===== src/hdl/wpi_pkg.sv =====
`default_nettype none
package wpi_pkg;

  localparam int MaxPoints = 64;
  localparam int IdxW      = $clog2(MaxPoints);
  localparam int CntW      = IdxW + 1;

  localparam logic [1:0] KIND_CLEAR  = 2'd0;
  localparam logic [1:0] KIND_APPEND = 2'd1;
  localparam logic [1:0] KIND_QUERY  = 2'd2;

  localparam logic [1:0] STAT_OK    = 2'd0;
  localparam logic [1:0] STAT_SHORT = 2'd1;
  localparam logic [1:0] STAT_FULL  = 2'd2;

  typedef struct packed {
    logic [31:0] x;
    logic [31:0] y;
    logic [31:0] t;
  } point_t;

  typedef struct packed {
    logic start;
    logic sqrt;
  } unit_op_t;

endpackage
`default_nettype wire


===== src/hdl/wpi_unit.sv =====
`default_nettype none
// shared restoring step: 64-step divide or 33-step square root
module wpi_unit (
  input  wire logic              clk_i,
  input  wire logic              rst_ni,
  input  wire wpi_pkg::unit_op_t op_i,
  input  wire logic [65:0]       op_a_i,
  input  wire logic [31:0]       op_b_i,
  output logic                   done_o,
  output logic [63:0]            res_o
);
  import wpi_pkg::*;

  logic [65:0] acc_q, acc_d;
  logic [35:0] rem_q, rem_d;
  logic [63:0] res_q, res_d;
  logic [31:0] div_q;
  logic        sqrt_q;
  logic [6:0]  cnt_q, cnt_d;
  logic        run_q, run_d, done_q, done_d;
  logic [32:0] div_rs;
  logic [35:0] sq_rs, cmp_a, cmp_b;
  logic [36:0] diff;
  logic        ge;

  always_comb begin
    div_rs = {rem_q[31:0], acc_q[65]};
    sq_rs  = {rem_q[33:0], acc_q[65:64]};
    cmp_a  = sqrt_q ? sq_rs : {3'b0, div_rs};
    cmp_b  = sqrt_q ? {res_q[33:0], 2'b01} : {4'b0, div_q};
    diff   = {1'b0, cmp_a} - {1'b0, cmp_b};
    ge     = ~diff[36];
    acc_d  = acc_q;
    rem_d  = rem_q;
    res_d  = res_q;
    cnt_d  = cnt_q;
    run_d  = run_q;
    done_d = 1'b0;
    if (op_i.start) begin
      acc_d = op_a_i;
      rem_d = '0;
      res_d = '0;
      cnt_d = op_i.sqrt ? 7'd33 : 7'd64;
      run_d = 1'b1;
    end else if (run_q) begin
      acc_d = sqrt_q ? {acc_q[63:0], 2'b00} : {acc_q[64:0], 1'b0};
      rem_d = ge ? diff[35:0] : cmp_a;
      res_d = {res_q[62:0], ge};
      cnt_d = cnt_q - 7'd1;
      if (cnt_q == 7'd1) begin
        run_d  = 1'b0;
        done_d = 1'b1;
      end
    end
  end

  always_ff @(posedge clk_i or negedge rst_ni) begin
    if (!rst_ni) begin
      run_q  <= 1'b0;
      done_q <= 1'b0;
      cnt_q  <= '0;
    end else begin
      run_q  <= run_d;
      done_q <= done_d;
      cnt_q  <= cnt_d;
    end
  end

  always_ff @(posedge clk_i) begin
    acc_q <= acc_d;
    rem_q <= rem_d;
    res_q <= res_d;
    if (op_i.start) begin
      div_q  <= op_b_i;
      sqrt_q <= op_i.sqrt;
    end
  end

  assign done_o = done_q;
  assign res_o  = res_q;
endmodule
`default_nettype wire


===== config.mk =====
export PLATFORM = sky130hd
export DESIGN_NAME = wpi_unit
export DESIGN_NICKNAME = d
export VERILOG_FILES = /design/src/hdl/wpi_pkg.sv /design/src/hdl/wpi_unit.sv
export SDC_FILE = /design/constraint.sdc
export NUM_CORES = 1
export LEC_CHECK = 0
export BUFFER_PORTS_ARGS = -buffer_cell sky130_fd_sc_hd__buf_2
export CAP_MARGIN = 40
export CORE_MARGIN = 4
export CORE_UTILIZATION = 40
export DETAILED_ROUTE_END_ITERATION = 8
export HOLD_SLACK_MARGIN = 0.02
export SLEW_MARGIN = 40
export SYNTH_ARGS = -nofsm -noshare
export SYNTH_HDL_FRONTEND = slang
export SYNTH_SLANG_ARGS = --single-unit
export TNS_END_PERCENT = 30

===== constraint.sdc =====
create_clock -name clk_i -period 5.9 [get_ports clk_i]
set_input_delay 1.18 -clock clk_i [delete_from_list [all_inputs] [get_ports clk_i]]
set_output_delay 1.18 -clock clk_i [all_outputs]
set_load 0.02 [all_outputs]

# After elaboration in Yosys (flattened, before gate mapping)
# Index checks and enable logic that the tools add are counted.
dict set report classes {
  addsub 2
  multipliers 0
  div 0
  magnitude_cmp 0
  eq_ne 1
  shift 0
  mux 15
  bitwise_logic 1
  n_reduce_logical 1
}
# operator count
set ops {}
lappend ops {{2-to-1 mux 66 bit} 3}
lappend ops {{2-to-1 mux 36 bit} 2}
lappend ops {{subtractor 36 x 36 -> 37 bit} 1}
lappend ops {{2-to-1 mux 34 bit} 1}
lappend ops {{2-to-1 mux 7 bit} 3}
lappend ops {{== test 7 x 1 -> 1 bit, second input constant} 1}
lappend ops {{subtractor 7 x 1 -> 7 bit, second input constant} 1}
lappend ops {{2-to-1 mux 1 bit} 6}
lappend ops {{nonzero test 2 bit} 1}
lappend ops {{NOT 1 bit} 1}
dict set report totals {
  register_bits 206
  latch_bits 0
  ram_bits 0
  rom_bits 0
  inputBits 102
  out_inout_bits 65
  wordCells 28
  mem_count 0
}

# Longest topological paths before layout
# Gate-level depths: netlist of the first run.
dict set report logic_depth {
  word_depth 4
  depth_mapped 18
  depth_no_buf 12
}

# Worst setup path after synthesis of the first run
# Ideal clock, no wire load.
dict set report synth_timing {
  path_kind {register to register}
  from {register sqrt_q}
  to {register rem_q[29]}
  setup_time_ns 0.088
  arrival_ns 3.938
  required_time_ns 5.812
  slack_ns 1.874
  path_stages_with_launch 19
  path_buffers 6
  synth_period_minus_slack_ns 4.026
  path_cell_list {edfxtp_1 > clkbuf_1 > clkbuf_1 > clkbuf_1 > buf_1 > or2_2 > ha_1 > inv_1 > fa_1 > a211oi_1 > o21a_1 > o21ba_1 > a21oi_2 > o31ai_2 > and2_1 > buf_6 > buf_8 > nand2_1 > a311oi_2}
}
dict set report synth_via {
  elab_chain_len 3
  word_cells_on_any_way 4
  classes_between {1 x add/sub; 3 x mux}
}
# element line_no
set synth_lines {}
lappend synth_lines {{from (decl)} wpi_unit.sv:18} ;# logic sqrt_q;
lappend synth_lines {{from (signal assigned)} wpi_unit.sv:75} ;# sqrt_q <= op_i.sqrt;
lappend synth_lines {{2-to-1 mux 36 bit (on tied branches)} {wpi_unit.sv:29, wpi_unit.sv:30}}
lappend synth_lines {{subtractor 36 x 36 -> 37 bit} wpi_unit.sv:31} ;# diff = {1'b0, cmp_a} - {1'b0, cmp_b};
lappend synth_lines {{2-to-1 mux 34 bit (*)} wpi_unit.sv:47} ;# rem_d = ge ? diff[35:0] : cmp_a;
lappend synth_lines {{to (signal assigned)} wpi_unit.sv:71} ;# rem_q <= rem_d;
lappend synth_lines {{to (decl)} wpi_unit.sv:15} ;# logic [35:0] rem_q, rem_d;
# Mark *: on every way between the ends. The rest lies on a longest branch, timed or not.
# A chain may end at the register's enable or synchronous reset.

# Worst setup path after layout of the first run
dict set report layout_timing {
  from {register sqrt_q}
  to {register rem_q[19]}
}
# Same word-level chain as after synthesis.

==> out/metrics.yaml, run 1 <==
cts_sinks: 206
start_util: 0.406
htree_levels: 1
wl_per_cell_um: 15.8
end_kind: "flip-flop"
ir_drop_mv: 0.257
ys.flop_type: "edfxtp_1"
cts_hold_buf: 0
timing.fmax_mhz: 243
portBuffers: 166
dp_hpwl_um: 18100
synth_nets: 1264
finalCritPeriodShare: 0.699
synth_most_common_cell: "mux2i_1"
crit_type: "reg -> reg"
regArea_um2: 5160
clock_skew_ns: 0.0117
p_leak_nw: 6.08
slowest_delay_ns: 0.46
cts_tree: "built"
grt_start_max_net_pins: 112
whs_ns: 0.493
route.detailed.drc: 0
finalSetupTns_ns: 0
placed_cells: 1605
async_flop_share: 0.0437
syn_area_per_cell_um2: 10.0
overflow: 0
crit_cells: 14
grt_pass1_vias: 8485
clk_latency_ns: 0.51
synth_cell_types: 63
crit_required_ns: 6.31
vias: 8512
numCtsBuffers: 24
r2r-end: "rem_q[19]"
synth_area_leaders: "edfxtp_1, dfxtp_1, mux2i_1, nand2_1, ha_1"
final_layout_size_suffix_gt1_frac: 0.211
die_y_um: 176
finalSetupViolations: 0
cp-start-kind: "flip-flop"
antenna_found_initial: 1
nets: 1394
cap_violations: 0
hold_viol: 0
gp_congestion: 0.877
core_um2: 27800
postCtsSetupBuffers: 0
rows: 61
drt_iter0_drc: 464
grt_use_met2: 0.257
yosysTopAreaCell: "edfxtp_1"
r2r_start: "sqrt_q"
arrival_ns: 4.53
hp-class: "reg -> reg"
gr-usage-met3: 0.0388
diodes: 0
critical_path.top_delay_family: "compound AO/OA/AOI/OAI gates"
drv_slew: 0
synth-seq-area-share: 0.457
synth_seq_cells: 206
post_synth_instance_area_um2: 11300
die_area_um2: 31000
status: "completed"
relSlewSlack: 0.470
cp_cell_sequence: "buf_12 -> mux2i_1 -> ha_1 -> inv_1 -> fa_1 -> a211oi_1 -> o21a_1 -> o21ba_1 -> a21oi_2 -> o31ai_2 -> nand2_1 -> buf_4 -> mux2i_1 -> a211oi_1"
clock-root-buffer: "clkbuf_16"
cts_resized: 0
syn_inst: 1123
met1_usage: 0.238
endpoint: "rem_q[19]"
crit_fanout: 76
multi_input_area_um2: 5720
dieWidth_um: 176
rrSetupSlack_ns: 1.78
cp_slowest_cell: "nand2_1"
yosysWarnings: 0
area_delta_synth_final_pct: 16.5
synthTopCellsByCount: "mux2i_1, nand2_1, nor2_1, edfxtp_1, dfxtp_1"
drt-vias-per-instance: 5.16
r2r_cells: 14
crit_start: "sqrt_q"
grt_pass1_wl_um: 43300
synth-edff-count: 99
power.total_w: 0.00558
pin_count: 167
clkTransAtPathRegs_ns: 0.06
p_per_area_nw_per_um2: 424
wirelength_um: 26100
max-clock-path-buffers: 3
drt-pass1-iter-count: 7
stdcell_count: 1649
synth_top_area_share: 0.264
min_period_ns: 4.12
ant_nets: 0
nFillCells: 2729
grt.busiest_layer: "met2"
rsz0062_at_grt: "false"
path_buf_inv: 3
tightest_slew_ns: 0.786
track_usage: 0.165
sequential cells by signal, summed over array words and instances, names as in the netlist:
signal  flops
acc_q      66
res_o      64
rem_q      34
div_q      32
cnt_q       7
done_o      1
run_q       1
sqrt_q      1
logic make-up (layout without fill, tap and decap cells):
| logic type | count (synthesis) | after routing | share of synthesized area |
|---|---|---|---|
| xor gates and xnor gates | 32 | 32 | 0.0248 |
| AOI/OAI and AO/OA | 234 | 234 | 0.143 |
| buffers and inverters | 93 | 241 | 0.0357 |
| and+or+nand+nor | 329 | 329 | 0.123 |
| DFF | 206 | 206 | 0.457 |
| muxes | 190 | 190 | 0.172 |
| adders and majority gates | 39 | 39 | 0.0439 |
per-layer routing:
metal / share of wire / vias up
met5: 0 / -
met4: 0.017 / 0
met3: 0.067 / 33
met2: 0.42 / 211
met1: 0.50 / 3936
li1: - / 4332
cell usage in the layout (no fill, tap or decap), drive strengths merged, types with 11 or more instances in the layout:
cell and n:
buf 175, mux2i 162, nand2 140, nor2 122, edfxtp 99, dfxtp 98
o21ai 91, a21oi 41, ha 38, clkbuf 34, mux2 28, a311oi 22
xnor2 21, inv 20, a21o 16, nand3 14, a211oi 12, xor2 11
clkinv 11
final cells by class:
class                   count  share of cell area
clock inverters            11             0.00685
flip-flops and latches    206               0.393
multi-input cells         824               0.435
inverters                  21             0.00600
well taps                 378              0.0360
repair buffers            176              0.0724
clock buffers              33              0.0506
per-stage QoR:
step	worst slack [ns]	area, um^2	util
floorplan	1.87	11300	-
global placement	1.89	12400	0.445
detailed placement	1.80	12400	0.446
CTS	1.76	13100	0.473
global route	1.48	13100	0.473
finish	1.78	13100	0.473
worst register-to-register path: stages (launching register included):
cell and delay (ns):
edfxtp_1 0.40, buf_12 0.37, mux2i_1 0.33, ha_1 0.20
inv_1 0.06, fa_1 0.41, a211oi_1 0.27, o21a_1 0.20
o21ba_1 0.20, a21oi_2 0.11, o31ai_2 0.25, nand2_1 0.46
buf_4 0.39, mux2i_1 0.14, a211oi_1 0.22
how the worst min path moves through the flow:
stage	start	end	slack (ns)	cells after the start
2_1_floorplan	rem_q[33]	rem_q[33]	0.46	2
3_5_place_dp	rem_q[33]	rem_q[33]	0.48	2
6_report	res_o[63]	res_o[63]	0.49	2
3_3_place_gp	res_o[63]	res_o[63]	0.47	2
5_1_grt	rst_ni	run_q	0.52	1
4_1_cts	rem_q[33]	rem_q[33]	0.49	2
power breakdown:
group	internal [W]	switching (W)	leakage, nW
clock network	0.000835	0.000572	0.377
registers	0.00175	0.000150	1.95
logic	0.000959	0.00131	3.74
(Power assumes the default switching activity.)
==> inputs of run 2 (changes only) <==
==> constraint.sdc (replaced) <==
create_clock -name clk_i -period 4.35 [get_ports clk_i]
set_input_delay 0.87 -clock clk_i [delete_from_list [all_inputs] [get_ports clk_i]]
set_output_delay 0.87 -clock clk_i [all_outputs]
set_load 0.02 [all_outputs]
==> run 2 against run 1 <==
Compared with the run above: wire length decreased by 1.3%; first-iteration DRC count increased by 12%; count of clock-buffer cells in the layout decreased by 6; highest routed layer unchanged.
==> out/metrics.yaml, run 2 (synthesis gave the netlist of run 1 again) <==
crit_type: "reg -> reg"  # unchanged
wl_per_cell_um: 15.6  # was 15.8 um
crit_required_ns: 4.75  # was 6.31 ns
largest_reg_flops: 66  # unchanged
hp-class: "in -> async"  # was reg -> reg
arrival_ns: 4.14  # was 4.53 ns
clock_skew_ns: 0.00907  # was 0.0117 ns
r2r_start: "sqrt_q"  # unchanged
largest-register: "acc_q"  # unchanged
cp_cell_sequence: "buf_12 -> mux2_2 -> ha_1 -> a21o_1 -> a21oi_2 -> inv_1 -> a2111o_1 -> o31ai_2 -> and2_1 -> buf_12 -> nor3_1 -> a311o_1"  # was buf_12 -> mux2i_1 -> ha_1 -> inv_1 -> fa_1 -> a211oi_1 -> o21a_1 -> o21ba_1 -> a21oi_2 -> o31ai_2 -> nand2_1 -> buf_4 -> mux2i_1 -> a211oi_1
finalSetupViolations: 0  # unchanged
rows: 61  # unchanged
min_period_ns: 3.74  # was 4.12 ns
pin_count: 167  # unchanged
grt_pass1_vias: 8466  # was 8485
clock-root-buffer: "clkbuf_16"  # unchanged
p_per_area_nw_per_um2: 588  # was 424 nW/um^2
drt-vias-per-instance: 5.18  # was 5.16
hold_viol: 0  # unchanged
critical_path.top_delay_family: "compound AO/OA/AOI/OAI gates"  # unchanged
final_cell_mix: "buf_2, mux2i_1, nand2_1"  # unchanged
track_usage: 0.162  # was 0.165
end_kind: "flip-flop"  # unchanged
die_y_um: 176  # unchanged
cap_violations: 0  # unchanged
final_layout_size_suffix_gt1_frac: 0.217  # was 0.211
rrSetupSlack_ns: 0.61  # was 1.78 ns
cts_resized: 0  # unchanged
status: "completed"  # unchanged
antenna_found_initial: 0  # was 1
diodes: 0  # unchanged
area_delta_synth_final_pct: 18.0  # was 16.5%
r2r_cells: 12  # was 14
nets: 1397  # was 1394
cp_slowest_cell: "edfxtp_1"  # was nand2_1
overflow: 0  # unchanged
postCtsSetupBuffers: 0  # unchanged
cts_tree: "built"  # unchanged
path_buf_inv: 3  # unchanged
drv_slew: 0  # unchanged
portBuffers: 166  # unchanged
relSlewSlack: 0.481  # was 0.470
rsz0062_at_grt: "false"  # unchanged
cts_sinks: 206  # unchanged
p_leak_nw: 6.16  # was 6.08 nW
cts_hold_buf: 0  # unchanged
power.total_w: 0.00784  # was 0.00558 W
r2r-end: "rem_q[0]"  # was rem_q[19]
cp-start-kind: "flip-flop"  # unchanged
grt_start_max_net_pins: 120  # was 112
numCtsBuffers: 24  # unchanged
slowest_delay_ns: 0.48  # was 0.46 ns
drt-pass1-iter-count: 5  # was 7
timing.fmax_mhz: 267  # was 243 MHz
htree_levels: 1  # unchanged
tightest_slew_ns: 0.778  # was 0.786 ns
start_util: 0.406  # unchanged
ant_nets: 0  # unchanged
ir_drop_mv: 0.304  # was 0.257 mV
clk_latency_ns: 0.51  # about the same
die_area_um2: 31000  # unchanged
dp_hpwl_um: 17900  # was 18100 um
dieWidth_um: 176  # unchanged
finalSetupTns_ns: 0  # unchanged
crit_fanout: 59  # was 76
finalCritPeriodShare: 0.860  # was 0.699
route.detailed.drc: 0  # unchanged
vias: 8555  # was 8512
core_um2: 27800  # unchanged
cp_common_cell: "buf_12"
grt_pass1_wl_um: 42600  # was 43300 um
max-clock-path-buffers: 3  # unchanged
wirelength_um: 25800  # was 26100 um
final_common_cell: "buf_2"  # unchanged
gp_congestion: 0.864  # was 0.877
drt_iter0_drc: 521  # was 464
clkTransAtPathRegs_ns: 0.06  # about the same
==> run 2: cell type report <==
type | instances | area (um^2)
Fill cell | 2683 | 14500
Multi-Input combinational cell | 824 | 5720
Sequential cell | 206 | 5160
Timing Repair Buffer | 179 | 1010
Clock buffer | 27 | 653
Tap cell | 378 | 473
Clock inverter | 17 | 216
Inverter | 21 | 78.8
==> run 2: through the flow <==
stage | util | setup slack (ns) | cell area [um^2] | instances | hold slack, ns
2_1_floorplan | - | 0.324 | 11300 | 1123 | 0.457
3_3_place_gp | 0.447 | 0.721 | 12400 | 1607 | 0.487
3_5_place_dp | 0.447 | 0.616 | 12400 | 1607 | 0.480
4_1_cts | 0.479 | 0.606 | 13300 | 1651 | 0.188
5_1_grt | 0.479 | 0.373 | 13300 | 1652 | 0.199
6_report | 0.479 | 0.608 | 13300 | 1652 | 0.203
==> run 2: report_power, final <==
part           switching [W]  internal, W  total [W]
registers           0.000204      0.00238    0.00258
logic                0.00174      0.00135    0.00310
clock network       0.000784      0.00137    0.00216
==> run 2: worst max path at each step <==
stage	startpoint	to	depth (start not counted)
3_3_place_gp	sqrt_q	rem_q[0]	12
3_5_place_dp	sqrt_q	rem_q[0]	12
2_1_floorplan	sqrt_q	rem_q[29]	18
6_report	sqrt_q	rem_q[0]	12
4_1_cts	sqrt_q	rem_q[0]	12
5_1_grt	sqrt_q	rem_q[0]	12
==> run 2: metal layers <==
metal | vias to the layer above | global-route usage | share of wire
met5 | - | 0 | 0
met4 | 0 | 0.0374 | 0.019
met3 | 39 | 0.0375 | 0.069
met2 | 236 | 0.247 | 0.42
met1 | 3942 | 0.237 | 0.49
li1 | 4338 | - | -
==> inputs of run 3 (changes only) <==
--- a/config.mk
+++ b/config.mk
@@ -5,6 +5,7 @@
 export SDC_FILE = /design/constraint.sdc
 export NUM_CORES = 1
 export LEC_CHECK = 0
+export ABC_AREA = 1
 export BUFFER_PORTS_ARGS = -buffer_cell sky130_fd_sc_hd__buf_2
 export CAP_MARGIN = 40
 export CORE_MARGIN = 4
==> run 3 against run 2 <==
Compared with the run above: global-route usage up 4.1 points; via count grew 24%; clock skew is 0.0029 ns higher.
==> out/metrics.yaml, run 3 <==
status: "completed"  # unchanged
finalSetupTns_ns: 0  # unchanged
placed_cells: 2011  # was 1607
r2r_cells: 14  # was 12
overflow: 0  # unchanged
timing.fmax_mhz: 274  # was 267 MHz
cts_sinks: 206  # unchanged
cts_resized: 0  # unchanged
rsz0062_at_grt: "false"  # unchanged
gp_congestion: 0.953  # was 0.864
wl_per_cell_um: 15.9  # was 15.6 um
dieWidth_um: 177  # was 176 um
synth_nets: 1673  # was 1264
max-clock-path-buffers: 3  # unchanged
dp_hpwl_um: 23400  # was 17900 um
drt_iter0_drc: 880  # was 521
pin_count: 167  # unchanged
drt-pass1-iter-count: 5  # unchanged
postCtsSetupBuffers: 0  # unchanged
switchingPower_w: 0.00301  # was 0.00273 W
ys.flop_type: "edfxtp_1"  # unchanged
crit_fanout: 167  # was 59
p_leak_nw: 6.21  # was 6.16 nW
placed_area_um2: 12500  # was 12400 um^2
largest_reg_flops: 66  # unchanged
multi_input_area_um2: 5190  # was 5720 um^2
p_per_area_nw_per_um2: 571  # was 588 nW/um^2
track_usage: 0.204  # was 0.162
clkPwrFrac: 0.278  # was 0.275
r2r-end: "rem_q[20]"  # was rem_q[0]
die_area_um2: 31300  # was 31000 um^2
finalSetupViolations: 0  # unchanged
endpoint: "rem_q[20]"  # was rem_q[0]
pwr-share-comb: 0.394  # was 0.395
clk_latency_ns: 0.51  # about the same
intPower_w: 0.00461  # was 0.00511 W
numCtsBuffers: 24  # unchanged
syn_area_per_cell_um2: 7.46  # was 10.0 um^2
ant_nets: 0  # unchanged
post_synth_instance_area_um2: 11400  # was 11300 um^2
drv_slew: 0  # unchanged
swShare: 0.395  # was 0.348
synthTopCellsByCount: "nand2_1, inv_1, a21oi_1, nor2_1, edfxtp_1"  # was mux2i_1, nand2_1, nor2_1, edfxtp_1, dfxtp_1
clock_skew_ns: 0.0119  # was 0.00907 ns
min_period_ns: 3.65  # was 3.74 ns
vias: 10605  # was 8555
antenna_found_initial: 8  # was 0
die_y_um: 177  # was 176 um
yosysWarnings: 0  # unchanged
synth-edff-count: 99  # unchanged
finalCritPeriodShare: 0.839  # was 0.860
synth_seq_cells: 206  # unchanged
cp-start-kind: "flip-flop"  # unchanged
r2r_start: "sqrt_q"  # unchanged
clock-root-buffer: "clkbuf_16"  # unchanged
synth_area_leaders: "edfxtp_1, dfxtp_1, nand2_1, a21oi_1, inv_1"  # was edfxtp_1, dfxtp_1, mux2i_1, nand2_1, ha_1
final_layout_size_suffix_gt1_frac: 0.140  # was 0.217
yosysTopAreaCell: "edfxtp_1"  # unchanged
end_kind: "flip-flop"  # unchanged
relSlewSlack: 0.532  # was 0.481
crit_start: "sqrt_q"  # unchanged
nets: 1800  # was 1397
wirelength_um: 32700  # was 25800 um
cts_tree: "built"  # unchanged
synth_top_area_share: 0.260  # was 0.264
nFillCells: 2816  # was 2683
portBuffers: 166  # unchanged
async_flop_share: 0.0437  # unchanged
grt_pass1_wl_um: 52300  # was 42600 um
cts_hold_buf: 0  # unchanged
hold_viol: 0  # unchanged
start_util: 0.408  # was 0.406
crit_required_ns: 4.80  # was 4.75 ns
rows: 61  # unchanged
whs_ns: 0.195  # was 0.203 ns
area_delta_synth_final_pct: 16.8  # was 18.0%
final_common_cell: "nand2_1"  # was buf_2
grt_pass1_vias: 10051  # was 8466
grt_start_max_net_pins: 168  # was 120
clkTransAtPathRegs_ns: 0.06  # about the same
drt-vias-per-instance: 5.15  # was 5.18
core_um2: 28000  # was 27800 um^2
synth_most_common_cell: "nand2_1"  # was mux2i_1
finalInstanceArea_um2: 13400  # was 13300 um^2
route.detailed.drc: 0  # unchanged
syn_inst: 1532  # was 1123
seqPwrFrac: 0.328  # was 0.329
largest-register: "acc_q"  # unchanged
ir_drop_mv: 0.326  # was 0.304 mV
stdcell_count: 2058  # was 1652
crit_type: "reg -> reg"  # unchanged
synth_cell_types: 42  # was 63
arrival_ns: 4.10  # was 4.14 ns
tightest_slew_ns: 0.701  # was 0.778 ns
hp-class: "in -> async"  # unchanged
rrSetupSlack_ns: 0.70  # was 0.61 ns
htree_levels: 1  # unchanged
final_cell_mix: "nand2_1, inv_1, buf_2"  # was buf_2, mux2i_1, nand2_1
regArea_um2: 5160  # about the same
cap_violations: 0  # unchanged
synth-seq-area-share: 0.451  # was 0.457
## run 3: worst min path at each step
stage                      to  cells after the start
floorplan           rem_q[33]                      2
global placement    res_o[63]                      2
detailed placement  rem_q[33]                      2
CTS                    done_o                      1
global route           done_o                      1
finish                 done_o                      1
## run 3: metal layers
layer,routed length [um],track usage
met1,14600,0.280
met2,14900,0.326
met3,2440,0.0468
met4,717,0.0513
met5,76,0
## run 3: worst max-delay path: stages (launching register included)
cell and delay [ns]:
edfxtp_1 0.41, buf_12 0.53, mux2i_1 0.31, ha_1 0.17, inv_1 0.07, fa_1 0.44, nand3_1 0.12, nand3_1 0.15
nand4_1 0.17, nand3_2 0.13, nand2_4 0.20, nand2_8 0.22, nor2_8 0.41, nand2_1 0.11, nand3_1 0.10
## run 3: layout make-up
cell class,instances,share of cell area
Antenna cell,3,0.000562
Clock buffer,35,0.0558
Clock inverter,9,0.00778
Inverter,202,0.0573
Multi-Input combinational cell,1052,0.388
Sequential cell,206,0.386
Tap cell,378,0.0354
Timing Repair Buffer,173,0.0682
## run 3: power by group through the flow
stage               combinational (W)  clock, W  sequential, W
global placement              0.00293         0        0.00253
global route                  0.00337   0.00225        0.00253
finish                        0.00300   0.00212        0.00250
detailed placement            0.00297         0        0.00253
CTS                           0.00298   0.00216        0.00249
floorplan                     0.00232         0        0.00250
## run 3: kinds of logic (layout without fill, tap and decap cells)
group	count (synthesis)	count (layout)	share of synthesized area
AO/OA/AOI/OAI	322	322	0.152
XOR/XNOR	19	19	0.0146
adder cells (fa/ha/maj)	39	39	0.0434
buffers and inverters	274	419	0.0951
flip-flops	206	206	0.451
multiplexers	1	1	0.000876
other	0	3	0
AND/OR/NAND/NOR	671	671	0.243
## run 3: per-stage QoR
stage | utilization | worst slack [ns] | power, W
2_1_floorplan | - | 0.629 | 0.00481
3_3_place_gp | 0.446 | 0.866 | 0.00546
3_5_place_dp | 0.446 | 0.737 | 0.00549
4_1_cts | 0.476 | 0.703 | 0.00763
5_1_grt | 0.477 | 0.437 | 0.00815
6_report | 0.477 | 0.700 | 0.00762
